--- src/hdl/tpcf_pkg.sv ---
// ----------------------------------------------------------------------------
// tpcf_pkg: shared constants and types of the three-pad cluster finder
// Geometry, field widths, register indexes and the command and status
// bundles that join the controller to the datapath.
// ----------------------------------------------------------------------------
package tpcf_pkg;

    // Geometry and sample width
    localparam int TIME_BINS    = 30;
    localparam int PADS_PER_ROW = 144;
    localparam int ADC_BITS     = 10;
    localparam int MAX_RESULTS  = 30;
    localparam int NUM_RES      = (TIME_BINS < MAX_RESULTS) ? TIME_BINS : MAX_RESULTS;

    // Derived widths
    localparam int TB_AW  = (TIME_BINS > 1) ? $clog2(TIME_BINS) : 1;
    localparam int ACC_W  = ADC_BITS + TB_AW;
    localparam int CADC_W = ADC_BITS + 2;

    // Port field widths
    localparam int DET_W  = 10;
    localparam int ROW_W  = 4;
    localparam int COL_W  = 8;
    localparam int TB_W   = 5;
    localparam int ADC_W  = 10;
    localparam int CLADC_W = 12;
    localparam int PSUM_W = 15;
    localparam int CSUM_W = 17;
    localparam int CFG_IDX_W = 2;
    localparam int CFG_DAT_W = 17;

    // Saturation limits
    localparam logic [PSUM_W-1:0]  PSUM_MAX  = '1;
    localparam logic [CLADC_W-1:0] CLADC_MAX = '1;

    // Register indexes
    localparam logic [CFG_IDX_W-1:0] REG_CENTER_TH   = 2'd0;
    localparam logic [CFG_IDX_W-1:0] REG_CLUSTER_TH  = 2'd1;
    localparam logic [CFG_IDX_W-1:0] REG_NEIGHBOR_TH = 2'd2;

    // Register reset values
    localparam logic [14:0] CENTER_TH_RST   = 15'd310;
    localparam logic [16:0] CLUSTER_TH_RST  = 17'd910;
    localparam logic [14:0] NEIGHBOR_TH_RST = 15'd310;

    // Controller to datapath
    typedef struct packed {
        logic             accept;     // input item taken this cycle
        logic             sum_rd;     // read issued for the pad sum sweep
        logic             sum_store;  // store the swept sum of the newest pad
        logic [TB_AW-1:0] rd_addr;    // time bin read from all three banks
        logic             out_load;   // load the result register
        logic             out_last;   // loaded result ends the cluster
    } t_dp_cmd;

    // Datapath to controller
    typedef struct packed {
        logic in_last;   // offered item is the last time bin of a pad
        logic pass;      // centre pad passes the cluster test
        logic out_busy;  // result register full and not taken this cycle
    } t_dp_sts;

endpackage

--- src/hdl/tpcf_ram.sv ---
// ----------------------------------------------------------------------------
// tpcf_ram: generic single-write, single-read RAM
// One write port and one read port with registered read data.
// ----------------------------------------------------------------------------
module tpcf_ram #(
    parameter int WIDTH = 10,
    parameter int DEPTH = 30
) (
    input  logic                                    i_clk,
    input  logic                                    i_we,
    input  logic [((DEPTH > 1) ? $clog2(DEPTH) : 1)-1:0] i_waddr,
    input  logic [WIDTH-1:0]                        i_wdata,
    input  logic [((DEPTH > 1) ? $clog2(DEPTH) : 1)-1:0] i_raddr,
    output logic [WIDTH-1:0]                        o_rdata
);

    logic [WIDTH-1:0] r_mem [DEPTH];
    logic [WIDTH-1:0] r_rdata;

    always_ff @(posedge i_clk) begin
        if (i_we) begin
            r_mem[i_waddr] <= i_wdata;
        end
        r_rdata <= r_mem[i_raddr];
    end

    assign o_rdata = r_rdata;

endmodule

--- src/hdl/tpcf_ctrl.sv ---
// ----------------------------------------------------------------------------
// tpcf_ctrl: sequencer of the three-pad cluster finder
// Takes samples, sweeps the newest pad for its time sum, runs the cluster
// test and steps the result emission through the time bins.
// ----------------------------------------------------------------------------
module tpcf_ctrl (
    input  logic              i_clk,
    input  logic              i_rst_n,
    input  logic              i_valid,
    output logic              o_in_ready,
    input  tpcf_pkg::t_dp_sts i_sts,
    output tpcf_pkg::t_dp_cmd o_cmd
);

    typedef enum logic [2:0] {
        ST_IDLE,
        ST_SUM,
        ST_SUM_END,
        ST_STORE,
        ST_TEST,
        ST_EMIT_RD,
        ST_EMIT_LD
    } t_state;

    t_state                     r_state;
    logic [tpcf_pkg::TB_AW-1:0] r_cnt;
    logic                       w_cnt_sum_end;
    logic                       w_cnt_res_end;

    assign w_cnt_sum_end = (r_cnt == tpcf_pkg::TB_AW'(tpcf_pkg::TIME_BINS - 1));
    assign w_cnt_res_end = (r_cnt == tpcf_pkg::TB_AW'(tpcf_pkg::NUM_RES - 1));

    // Commands decoded from state
    always_comb begin
        o_in_ready        = (r_state == ST_IDLE);
        o_cmd.accept      = (r_state == ST_IDLE) && i_valid;
        o_cmd.sum_rd      = (r_state == ST_SUM);
        o_cmd.sum_store   = (r_state == ST_STORE);
        o_cmd.rd_addr     = r_cnt;
        o_cmd.out_load    = (r_state == ST_EMIT_LD);
        o_cmd.out_last    = w_cnt_res_end;
    end

    // State and bin counter
    always_ff @(posedge i_clk) begin
        if (!i_rst_n) begin
            r_state <= ST_IDLE;
            r_cnt   <= '0;
        end else begin
            case (r_state)
                ST_IDLE: begin
                    if (i_valid && i_sts.in_last) begin
                        r_state <= ST_SUM;
                        r_cnt   <= '0;
                    end
                end
                ST_SUM: begin
                    if (w_cnt_sum_end) begin
                        r_state <= ST_SUM_END;
                    end else begin
                        r_cnt <= r_cnt + 1'b1;
                    end
                end
                ST_SUM_END: begin
                    r_state <= ST_STORE;
                end
                ST_STORE: begin
                    r_state <= ST_TEST;
                end
                ST_TEST: begin
                    r_cnt <= '0;
                    if (i_sts.pass) begin
                        r_state <= ST_EMIT_RD;
                    end else begin
                        r_state <= ST_IDLE;
                    end
                end
                ST_EMIT_RD: begin
                    // hold the read until the result register frees up
                    if (!i_sts.out_busy) begin
                        r_state <= ST_EMIT_LD;
                    end
                end
                ST_EMIT_LD: begin
                    if (w_cnt_res_end) begin
                        r_state <= ST_IDLE;
                    end else begin
                        r_cnt   <= r_cnt + 1'b1;
                        r_state <= ST_EMIT_RD;
                    end
                end
                default: begin
                    r_state <= ST_IDLE;
                end
            endcase
        end
    end

endmodule

--- src/hdl/tpcf_dp.sv ---
// ----------------------------------------------------------------------------
// tpcf_dp: datapath of the three-pad cluster finder
// Three rotating sample banks with per-bin valid bits, pad sums, the
// configuration registers, the cluster test and the result register.
// ----------------------------------------------------------------------------
module tpcf_dp (
    input  logic                                i_clk,
    input  logic                                i_rst_n,
    // configuration
    input  logic                                i_cfg_we,
    input  logic [tpcf_pkg::CFG_IDX_W-1:0]      i_cfg_index,
    input  logic [tpcf_pkg::CFG_DAT_W-1:0]      i_cfg_data,
    // input fields
    input  logic [tpcf_pkg::DET_W-1:0]          i_detector,
    input  logic [tpcf_pkg::ROW_W-1:0]          i_pad_row,
    input  logic [tpcf_pkg::COL_W-1:0]          i_pad_col,
    input  logic [tpcf_pkg::TB_W-1:0]           i_time_bin,
    input  logic [tpcf_pkg::ADC_W-1:0]          i_adc,
    // result channel
    output logic                                o_valid,
    input  logic                                i_out_ready,
    output logic [tpcf_pkg::DET_W-1:0]          o_out_detector,
    output logic [tpcf_pkg::ROW_W-1:0]          o_out_row,
    output logic [tpcf_pkg::COL_W-1:0]          o_center_col,
    output logic [tpcf_pkg::TB_W-1:0]           o_out_time_bin,
    output logic [tpcf_pkg::CLADC_W-1:0]        o_cluster_adc,
    output logic [tpcf_pkg::PSUM_W-1:0]         o_center_sum,
    output logic [tpcf_pkg::CSUM_W-1:0]         o_cluster_sum,
    output logic                                o_last,
    // control
    input  tpcf_pkg::t_dp_cmd                   i_cmd,
    output tpcf_pkg::t_dp_sts                   o_sts
);

    // Configuration registers
    logic [14:0] r_cth;
    logic [16:0] r_kth;
    logic [14:0] r_nth;

    // Window state
    logic [1:0]                          r_fill;
    logic [1:0]                          r_newest;
    logic [tpcf_pkg::DET_W-1:0]          r_det;
    logic [tpcf_pkg::ROW_W-1:0]          r_row;
    logic [tpcf_pkg::COL_W-1:0]          r_col;
    logic [tpcf_pkg::PSUM_W-1:0]         r_sum [3];
    logic [tpcf_pkg::TIME_BINS-1:0]      r_vld [3];

    // Sweep and read pipeline
    logic [tpcf_pkg::ACC_W-1:0]          r_acc;
    logic                                r_sum_q;
    logic [2:0]                          r_rd_vld;
    logic [tpcf_pkg::TB_AW-1:0]          r_rd_addr_q;

    // Result register
    logic                                r_ov;
    logic [tpcf_pkg::DET_W-1:0]          r_o_det;
    logic [tpcf_pkg::ROW_W-1:0]          r_o_row;
    logic [tpcf_pkg::COL_W-1:0]          r_o_col;
    logic [tpcf_pkg::TB_W-1:0]           r_o_tb;
    logic [tpcf_pkg::CLADC_W-1:0]        r_o_cadc;
    logic [tpcf_pkg::PSUM_W-1:0]         r_o_csum;
    logic [tpcf_pkg::CSUM_W-1:0]         r_o_ksum;
    logic                                r_o_last;

    // Combinational
    logic                                w_in_range;
    logic                                w_pad_start;
    logic                                w_shift;
    logic [1:0]                          w_next_bank;
    logic [1:0]                          w_mid_bank;
    logic [1:0]                          w_old_bank;
    logic [1:0]                          w_wr_bank;
    logic [tpcf_pkg::TB_AW-1:0]          w_tb_addr;
    logic [tpcf_pkg::ADC_BITS-1:0]       w_adc;
    logic [tpcf_pkg::ADC_BITS-1:0]       w_rdata [3];
    logic [tpcf_pkg::ADC_BITS-1:0]       w_samp  [3];
    logic [tpcf_pkg::ACC_W-1:0]          n_acc;
    logic [tpcf_pkg::PSUM_W-1:0]         w_acc_sat;
    logic [tpcf_pkg::PSUM_W-1:0]         w_l;
    logic [tpcf_pkg::PSUM_W-1:0]         w_c;
    logic [tpcf_pkg::PSUM_W-1:0]         w_r;
    logic [tpcf_pkg::CSUM_W-1:0]         w_clu;
    logic                                w_col_ok;
    logic [tpcf_pkg::CADC_W-1:0]         w_cadc;
    logic [tpcf_pkg::CLADC_W-1:0]        w_cadc_sat;

    // Sample decode and window shift decision
    always_comb begin
        w_in_range  = ({1'b0, i_time_bin} < 6'(tpcf_pkg::TIME_BINS));
        w_pad_start = (i_time_bin == '0);
        w_shift     = (r_fill != 2'd0) && (i_detector == r_det) && (i_pad_row == r_row) &&
                      ({1'b0, i_pad_col} == ({1'b0, r_col} + 9'd1));
        w_next_bank = (r_newest == 2'd2) ? 2'd0 : r_newest + 2'd1;
        w_mid_bank  = (r_newest == 2'd0) ? 2'd2 : r_newest - 2'd1;
        w_old_bank  = (w_mid_bank == 2'd0) ? 2'd2 : w_mid_bank - 2'd1;
        w_wr_bank   = (w_pad_start && w_shift) ? w_next_bank : r_newest;
        w_tb_addr   = tpcf_pkg::TB_AW'(i_time_bin);
        w_adc       = tpcf_pkg::ADC_BITS'(i_adc);
    end

    // Sample banks, one per pad slot, rotated by r_newest
    for (genvar b = 0; b < 3; b++) begin : g_bank
        tpcf_ram #(
            .WIDTH (tpcf_pkg::ADC_BITS),
            .DEPTH (tpcf_pkg::TIME_BINS)
        ) u_ram (
            .i_clk   (i_clk),
            .i_we    (i_cmd.accept && w_in_range && (w_wr_bank == 2'(b))),
            .i_waddr (w_tb_addr),
            .i_wdata (w_adc),
            .i_raddr (i_cmd.rd_addr),
            .o_rdata (w_rdata[b])
        );
        // bins never written since pad start read as zero
        assign w_samp[b] = r_rd_vld[b] ? w_rdata[b] : '0;
    end

    // Sweep accumulator and saturation of the pad sum
    always_comb begin
        n_acc     = r_acc + tpcf_pkg::ACC_W'(w_samp[r_newest]);
        w_acc_sat = (32'(r_acc) > 32'(tpcf_pkg::PSUM_MAX)) ? tpcf_pkg::PSUM_MAX
                                                             : tpcf_pkg::PSUM_W'(r_acc);
    end

    // Cluster test on the three pad sums (three 15-bit sums never exceed 17 bits)
    always_comb begin
        w_r      = r_sum[r_newest];
        w_c      = r_sum[w_mid_bank];
        w_l      = r_sum[w_old_bank];
        w_clu    = tpcf_pkg::CSUM_W'(w_l) + tpcf_pkg::CSUM_W'(w_c) + tpcf_pkg::CSUM_W'(w_r);
        // centre column from 1 to PADS_PER_ROW-2
        w_col_ok = ({1'b0, r_col} >= 9'd2) &&
                   ({1'b0, r_col} <= 9'(tpcf_pkg::PADS_PER_ROW - 1));
        o_sts.pass = (r_fill == 2'd3) && w_col_ok &&
                     (w_c >= w_l) && (w_c >= w_r) &&
                     (w_c >= r_cth) && (w_clu >= r_kth) &&
                     ((w_l >= r_nth) || (w_r >= r_nth));
        o_sts.in_last  = ({1'b0, i_time_bin} == 6'(tpcf_pkg::TIME_BINS - 1));
        o_sts.out_busy = r_ov && !i_out_ready;
    end

    // Three-pad ADC of one bin, saturated
    always_comb begin
        w_cadc = tpcf_pkg::CADC_W'(w_samp[0]) + tpcf_pkg::CADC_W'(w_samp[1]) +
                 tpcf_pkg::CADC_W'(w_samp[2]);
        w_cadc_sat = (32'(w_cadc) > 32'(tpcf_pkg::CLADC_MAX)) ? tpcf_pkg::CLADC_MAX
                                                                : tpcf_pkg::CLADC_W'(w_cadc);
    end

    // Control state: config, window bookkeeping, valid bits, result valid
    always_ff @(posedge i_clk) begin
        if (!i_rst_n) begin
            r_cth    <= tpcf_pkg::CENTER_TH_RST;
            r_kth    <= tpcf_pkg::CLUSTER_TH_RST;
            r_nth    <= tpcf_pkg::NEIGHBOR_TH_RST;
            r_fill   <= 2'd0;
            r_newest <= 2'd0;
            r_det    <= '0;
            r_row    <= '0;
            r_col    <= '0;
            r_sum    <= '{default: '0};
            r_vld    <= '{default: '0};
            r_sum_q  <= 1'b0;
            r_ov     <= 1'b0;
        end else begin
            if (i_cfg_we) begin
                case (i_cfg_index)
                    tpcf_pkg::REG_CENTER_TH:   r_cth <= i_cfg_data[14:0];
                    tpcf_pkg::REG_CLUSTER_TH:  r_kth <= i_cfg_data[16:0];
                    tpcf_pkg::REG_NEIGHBOR_TH: r_nth <= i_cfg_data[14:0];
                    default: ;
                endcase
            end

            if (i_cmd.accept && w_in_range) begin
                if (w_pad_start) begin
                    // new pad: shift the window or restart it
                    if (w_shift) begin
                        r_newest <= w_next_bank;
                        if (r_fill != 2'd3) begin
                            r_fill <= r_fill + 2'd1;
                        end
                    end else begin
                        r_fill <= 2'd1;
                    end
                    r_det               <= i_detector;
                    r_row               <= i_pad_row;
                    r_col               <= i_pad_col;
                    r_sum[w_wr_bank]    <= '0;
                    r_vld[w_wr_bank]    <= tpcf_pkg::TIME_BINS'(1);
                end else begin
                    r_vld[r_newest][w_tb_addr] <= 1'b1;
                end
            end

            if (i_cmd.sum_store) begin
                r_sum[r_newest] <= w_acc_sat;
            end

            r_sum_q <= i_cmd.sum_rd;

            if (i_cmd.out_load) begin
                r_ov <= 1'b1;
            end else if (i_out_ready) begin
                r_ov <= 1'b0;
            end
        end
    end

    // Payload: read pipeline, accumulator, result register
    always_ff @(posedge i_clk) begin
        for (int b = 0; b < 3; b++) begin
            r_rd_vld[b] <= r_vld[b][i_cmd.rd_addr];
        end
        r_rd_addr_q <= i_cmd.rd_addr;

        if (i_cmd.accept) begin
            r_acc <= '0;
        end else if (r_sum_q) begin
            r_acc <= n_acc;
        end

        if (i_cmd.out_load) begin
            r_o_det  <= r_det;
            r_o_row  <= r_row;
            r_o_col  <= r_col - 1'b1;
            r_o_tb   <= tpcf_pkg::TB_W'(r_rd_addr_q);
            r_o_cadc <= w_cadc_sat;
            r_o_csum <= w_c;
            r_o_ksum <= w_clu;
            r_o_last <= i_cmd.out_last;
        end
    end

    assign o_valid        = r_ov;
    assign o_out_detector = r_o_det;
    assign o_out_row      = r_o_row;
    assign o_center_col   = r_o_col;
    assign o_out_time_bin = r_o_tb;
    assign o_cluster_adc  = r_o_cadc;
    assign o_center_sum   = r_o_csum;
    assign o_cluster_sum  = r_o_ksum;
    assign o_last         = r_o_last;

endmodule

--- src/hdl/three_pad_cluster_finder.sv ---
// ----------------------------------------------------------------------------
// three_pad_cluster_finder: three-pad peak cluster finder
// Keeps the last three contiguous pads of a detector row and emits the
// per-bin three-pad ADC of every pad that forms a cluster centre.
// ----------------------------------------------------------------------------
// Usage:
//   Input channel (i_valid / o_ready) carries one ADC sample per item; pads
//   come in rising column order, each with time bins 0 to 29.
//   Output channel (o_valid / i_ready) carries one cluster value per time
//   bin of a found cluster, o_last set on the final one.
//   Config port (i_cfg_we, i_cfg_index, i_cfg_data) writes a threshold;
//   write only while the block is idle.
//   Throughput: a sample that is not the last bin of a pad is taken every
//   cycle. The last bin starts a read sweep of the newest pad's bank for its
//   time sum; the SUM_END, STORE and TEST states then finish, store and test
//   that sum, and the input stays held through them all.
//   A found cluster emits its 30 values, each by a bank read and then a
//   result register load, after which input resumes.
//   A stalled receiver holds the emission; the final result may wait in the
//   result register while new samples are taken.
//   Reset clears the thresholds to 310/910/310 and empties the pad window.
// ----------------------------------------------------------------------------
module three_pad_cluster_finder (
    input  logic                                i_clk,
    input  logic                                i_rst_n,
    // configuration
    input  logic                                i_cfg_we,
    input  logic [tpcf_pkg::CFG_IDX_W-1:0]      i_cfg_index,
    input  logic [tpcf_pkg::CFG_DAT_W-1:0]      i_cfg_data,
    // sample input
    input  logic                                i_valid,
    output logic                                o_ready,
    input  logic [tpcf_pkg::DET_W-1:0]          i_detector,
    input  logic [tpcf_pkg::ROW_W-1:0]          i_pad_row,
    input  logic [tpcf_pkg::COL_W-1:0]          i_pad_col,
    input  logic [tpcf_pkg::TB_W-1:0]           i_time_bin,
    input  logic [tpcf_pkg::ADC_W-1:0]          i_adc,
    // cluster output
    output logic                                o_valid,
    input  logic                                i_ready,
    output logic [tpcf_pkg::DET_W-1:0]          o_out_detector,
    output logic [tpcf_pkg::ROW_W-1:0]          o_out_row,
    output logic [tpcf_pkg::COL_W-1:0]          o_center_col,
    output logic [tpcf_pkg::TB_W-1:0]           o_out_time_bin,
    output logic [tpcf_pkg::CLADC_W-1:0]        o_cluster_adc,
    output logic [tpcf_pkg::PSUM_W-1:0]         o_center_sum,
    output logic [tpcf_pkg::CSUM_W-1:0]         o_cluster_sum,
    output logic                                o_last
);

    tpcf_pkg::t_dp_cmd w_cmd;
    tpcf_pkg::t_dp_sts w_sts;

    // Sequencer
    tpcf_ctrl u_ctrl (
        .i_clk      (i_clk),
        .i_rst_n    (i_rst_n),
        .i_valid    (i_valid),
        .o_in_ready (o_ready),
        .i_sts      (w_sts),
        .o_cmd      (w_cmd)
    );

    // Datapath
    tpcf_dp u_dp (
        .i_clk          (i_clk),
        .i_rst_n        (i_rst_n),
        .i_cfg_we       (i_cfg_we),
        .i_cfg_index    (i_cfg_index),
        .i_cfg_data     (i_cfg_data),
        .i_detector     (i_detector),
        .i_pad_row      (i_pad_row),
        .i_pad_col      (i_pad_col),
        .i_time_bin     (i_time_bin),
        .i_adc          (i_adc),
        .o_valid        (o_valid),
        .i_out_ready    (i_ready),
        .o_out_detector (o_out_detector),
        .o_out_row      (o_out_row),
        .o_center_col   (o_center_col),
        .o_out_time_bin (o_out_time_bin),
        .o_cluster_adc  (o_cluster_adc),
        .o_center_sum   (o_center_sum),
        .o_cluster_sum  (o_cluster_sum),
        .o_last         (o_last),
        .i_cmd          (w_cmd),
        .o_sts          (w_sts)
    );

endmodule
--- config.mk ---
export PLATFORM = sky130hd
export DESIGN_NAME = three_pad_cluster_finder
export DESIGN_NICKNAME = d
export VERILOG_FILES = /design/src/hdl/tpcf_pkg.sv /design/src/hdl/tpcf_ram.sv /design/src/hdl/tpcf_ctrl.sv /design/src/hdl/tpcf_dp.sv /design/src/hdl/three_pad_cluster_finder.sv
export SDC_FILE = /design/constraint.sdc
export NUM_CORES = 2
export LEC_CHECK = 0
export BUFFER_PORTS_ARGS = -buffer_cell sky130_fd_sc_hd__buf_2
export CELL_PAD_IN_SITES_DETAIL_PLACEMENT = 0
export CELL_PAD_IN_SITES_GLOBAL_PLACEMENT = 1
export CORE_ASPECT_RATIO = 1.1
export CORE_UTILIZATION = 25
export CTS_BUF_LIST = sky130_fd_sc_hd__clkbuf_8
export DETAILED_ROUTE_END_ITERATION = 6
export GPL_ROUTABILITY_DRIVEN = 0
export GPL_TIMING_DRIVEN = 1
export HOLD_SLACK_MARGIN = 0.12
export PLACE_DENSITY_LB_ADDON = 0.1
export SYNTH_ARGS = -nofsm -noshare
export SYNTH_HDL_FRONTEND = slang
export SYNTH_HIERARCHICAL = 1
export SYNTH_SLANG_ARGS = --single-unit
--- constraint.sdc ---
create_clock -name i_clk -period 6.95 [get_ports i_clk]
set_clock_uncertainty 0.1 [all_clocks]
set_input_delay 0.695 -clock i_clk [delete_from_list [all_inputs] [get_ports i_clk]]
set_output_delay 0.695 -clock i_clk [all_outputs]
set_load 0.01 [all_outputs]
==> results.json <==
{
  "ys_seq_elements": 1243,
  "ys_types": 85,
  "final_area_um2": 63200,
  "worstMarginPinSlew_ns": 1.19,
  "grt_max_degree": 114,
  "hold_violations": 0,
  "p_per_area_nw_per_um2": 239,
  "io_buffers": 134,
  "cts_buffers": 226,
  "htree_levels": 4,
  "grt_pass1_wl_mm": 245,
  "whs_ns": 0.303,
  "drive_gt1_share_pct": 21.9,
  "async_flop_share_pct": 0,
  "dpl_cell_area_um2": 58300,
  "clock_latency_ns": 0.99,
  "cpPeakStageDelay_ns": 0.49,
  "maxSlewHeadroom_pct": 19.9,
  "syn-num-nets": 3884,
  "p_leak_nw": 21.1,
  "combinationalPowerShare_pct": 2.7,
  "dp_hpwl_mm": 112,
  "required_ns": 7.76,
  "p_int_mw": 11.6,
  "antenna_found_initial": 9,
  "ys.flop_type": "edfxtp_1",
  "syn_inst": 3648,
  "drtAntennaViolNets": 0,
  "ff_latch_area_um2": 34600,
  "drt-wirelength-per-cell_um": 24.0,
  "finalNetCount": 4248,
  "finalWirelength_mm": 170,
  "fmax_mhz": 164,
  "synth_top_area_share_pct": 54.2,
  "min_path_type": "reg2reg",
  "via_per_inst": 4.50,
  "synth_edf_count": 972,
  "finalCoreUtilization_pct": 29.5,
  "coreArea_um2": 214000,
  "die_y_um": 489,
  "critPathMostFrequentCell": "ha_1",
  "finalSetupViolCount": 0,
  "row_count": 178,
  "cts_tree": "yes",
  "grt_overflow": 0,
  "start_util_pct": 25.2,
  "switching_share_pct": 23.5,
  "p_switching_mw": 3.55,
  "die_area_um2": 217000,
  "drv_slew": 0,
  "drt_pre_antenna_iters": 6,
  "syn_area_um2": 53900,
  "path_class": "reg2reg",
  "multi_input_area_um2": 17700,
  "synthTopCellsByArea": "edfxtp_1 (54%), dfxtp_1 (10%), mux4_2 (9.3%)",
  "cts.sink_count": 1243,
  "peakVddDrop_v": 0.000150,
  "grt_pass1_vias": 33513,
  "start_kind": "register",
  "rsz0062_at_grt": "no",
  "remaining_drc_errors": 0,
  "dieWidth_um": 445,
  "pin_count": 135,
  "grt_usage_pct": 15.5,
  "end_kind": "register",
  "post-route-min-period_ns": 6.08,
  "num_vias": 31891,
  "drv_cap": 0,
  "seq_power_share_pct": 53.2,
  "yosys_warnings": 6,
  "cts.clk_slew.worst_paths_ns": 0.06,
  "syn2layout_area_growth_pct": 17.3,
  "avgSynthCellArea_um2": 14.8,
  "yosysTopAreaCell": "edfxtp_1",
  "status": "finished clean",
  "tns_ns": 0,
  "ys_seq_area_share_pct": 64.2,
  "crit_fanout": 10,
  "arrival_ns": 6.90,
  "cts.path.max_buffers": 3,
  "fillCellCount": 21622,
  "fin_crit_sh_pct": 87.5,
  "drtIter0Drc": 1907,
  "root_buffer": "clkbuf_8",
  "worst_path_max_delay_cell": "o31ai_1",
  "clkPwrFrac_pct": 44.1
}
==> path summary, 6_finish.rpt <==
| kind | endpoint | cells past startpoint | startpoint | slack, ns |
|---|---|---|---|---|
| max reg2reg | u_ctrl/r_state[2] | 28 | u_dp/r_newest[1] | 0.87 |
| min reg2reg | u_dp/o_out_time_bin[4] | 0 | u_dp/r_rd_addr_q[4] | 0.30 |
| max | u_ctrl/r_state[2] | 28 | u_dp/r_newest[1] | 0.87 |
| min | u_dp/o_out_time_bin[4] | 0 | u_dp/r_rd_addr_q[4] | 0.30 |
==> per-layer routing <==
layer	GRT usage [%]	wire, um
met1	19.4	73600
met2	27.3	86100
met5	0	9
met3	2.63	6300
met4	4.42	3670
==> metrics by stage <==
stage,setup slack (ns),power (mW),cells
after CTS,0.671,15.5,7080
after global routing,0.315,15.8,7081
after global placement,0.540,8.60,6608
after detailed placement,0.662,8.60,6608
after floorplan,0.813,8.35,3648
final,0.866,15.1,7083
==> flip-flops by register name (all words and copies together) (netlist names), 8 cells and up <==
register                   count
u_dp/o_center_col              8
u_dp/o_cluster_adc            12
u_dp/o_center_sum             15
u_dp/r_det                    10
u_dp/o_out_detector           10
u_dp/o_cluster_sum            17
u_dp/r_col                     8
u_dp/r_nth                    15
u_dp/r_vld                    90
u_dp/g_bank.u_ram/o_rdata     30
u_dp/r_acc                    15
u_dp/r_kth                    17
u_dp/r_cth                    15
u_dp/r_sum                    45
u_dp/g_bank.u_ram/r_mem      900
==> layout make-up <==
class / count / share of cell area (%)
inverters: 163 / 0.968
clock inverters: 181 / 1.69
diodes: 3 / 0.0119
well taps: 2880 / 5.70
clock buffers: 235 / 5.12
flip-flops and latches: 1243 / 54.8
repair buffers: 328 / 3.76
multi-input cells: 2050 / 28.0
==> cell usage in the layout, fill, tap and decap left out, drive strengths merged, types with 32 or more instances in the layout <==
cell type | netlist | final
edfxtp | 972 | 972
buf | 79 | 272
dfxtp | 271 | 271
nand2 | 251 | 251
inv | 162 | 247
clkbuf | 113 | 235
mux4 | 225 | 225
nor2 | 207 | 207
a21oi | 180 | 180
ha | 149 | 149
o22ai | 136 | 136
nor3b | 93 | 93
clkinv | 1 | 90
nand3 | 85 | 85
mux2i | 83 | 83
o21ai | 62 | 62
dlygate4sd3 | 0 | 56
a21boi | 56 | 56
o211ai | 36 | 36
mux2 | 35 | 35
nor4 | 35 | 35
xnor2 | 32 | 32
==> what timing repair did <==
item,in CTS,in global routing
endpoints found under the hold margin,331,0
buffers inserted,0,0
hold buffers,56,0
gates resized for setup,0,0
==> kinds of logic (layout without fill, tap and decap cells) <==
family,after synthesis,after routing,share of synthesized area (%)
muxes,343,343,11.7
buffers and inverters,355,907,3.01
xor gates and xnor gates,56,56,0.910
AOI/OAI and AO/OA,611,611,7.28
adders and majority gates,176,176,4.44
DFF,1243,1243,64.2
other,0,3,0
and+or+nand+nor,864,864,8.41
==> synthesized netlist by cell type, drive strengths merged (79+ instances only) <==
| cell type | number |
|---|---|
| a21oi | 180 |
| buf | 79 |
| clkbuf | 113 |
| dfxtp | 271 |
| edfxtp | 972 |
| ha | 149 |
| inv | 162 |
| mux2i | 83 |
| mux4 | 225 |
| nand2 | 251 |
| nand3 | 85 |
| nor2 | 207 |
| nor3b | 93 |
| o22ai | 136 |
==> power by group through the flow <==
stage                     sequential (mW)  combinational (mW)  clock [mW]
final                                8.04               0.411        6.67
after global routing                 8.04               0.451        7.29
after CTS                            8.04               0.432        6.99
after detailed placement             8.19               0.405           0
after global placement               8.19               0.406           0
after floorplan                      8.19               0.164           0
==> worst max-delay path: cells and delay by family (launching register included) <==
family / cells / cell delay, ns
compound gates: 12 / 2.57
fa+ha+maj: 5 / 1.32
buf+inv: 4 / 0.35
flops: 1 / 0.33
mux: 1 / 0.39
simple gates: 6 / 1.00
Note: power is estimated with default switching activity, not from simulation.
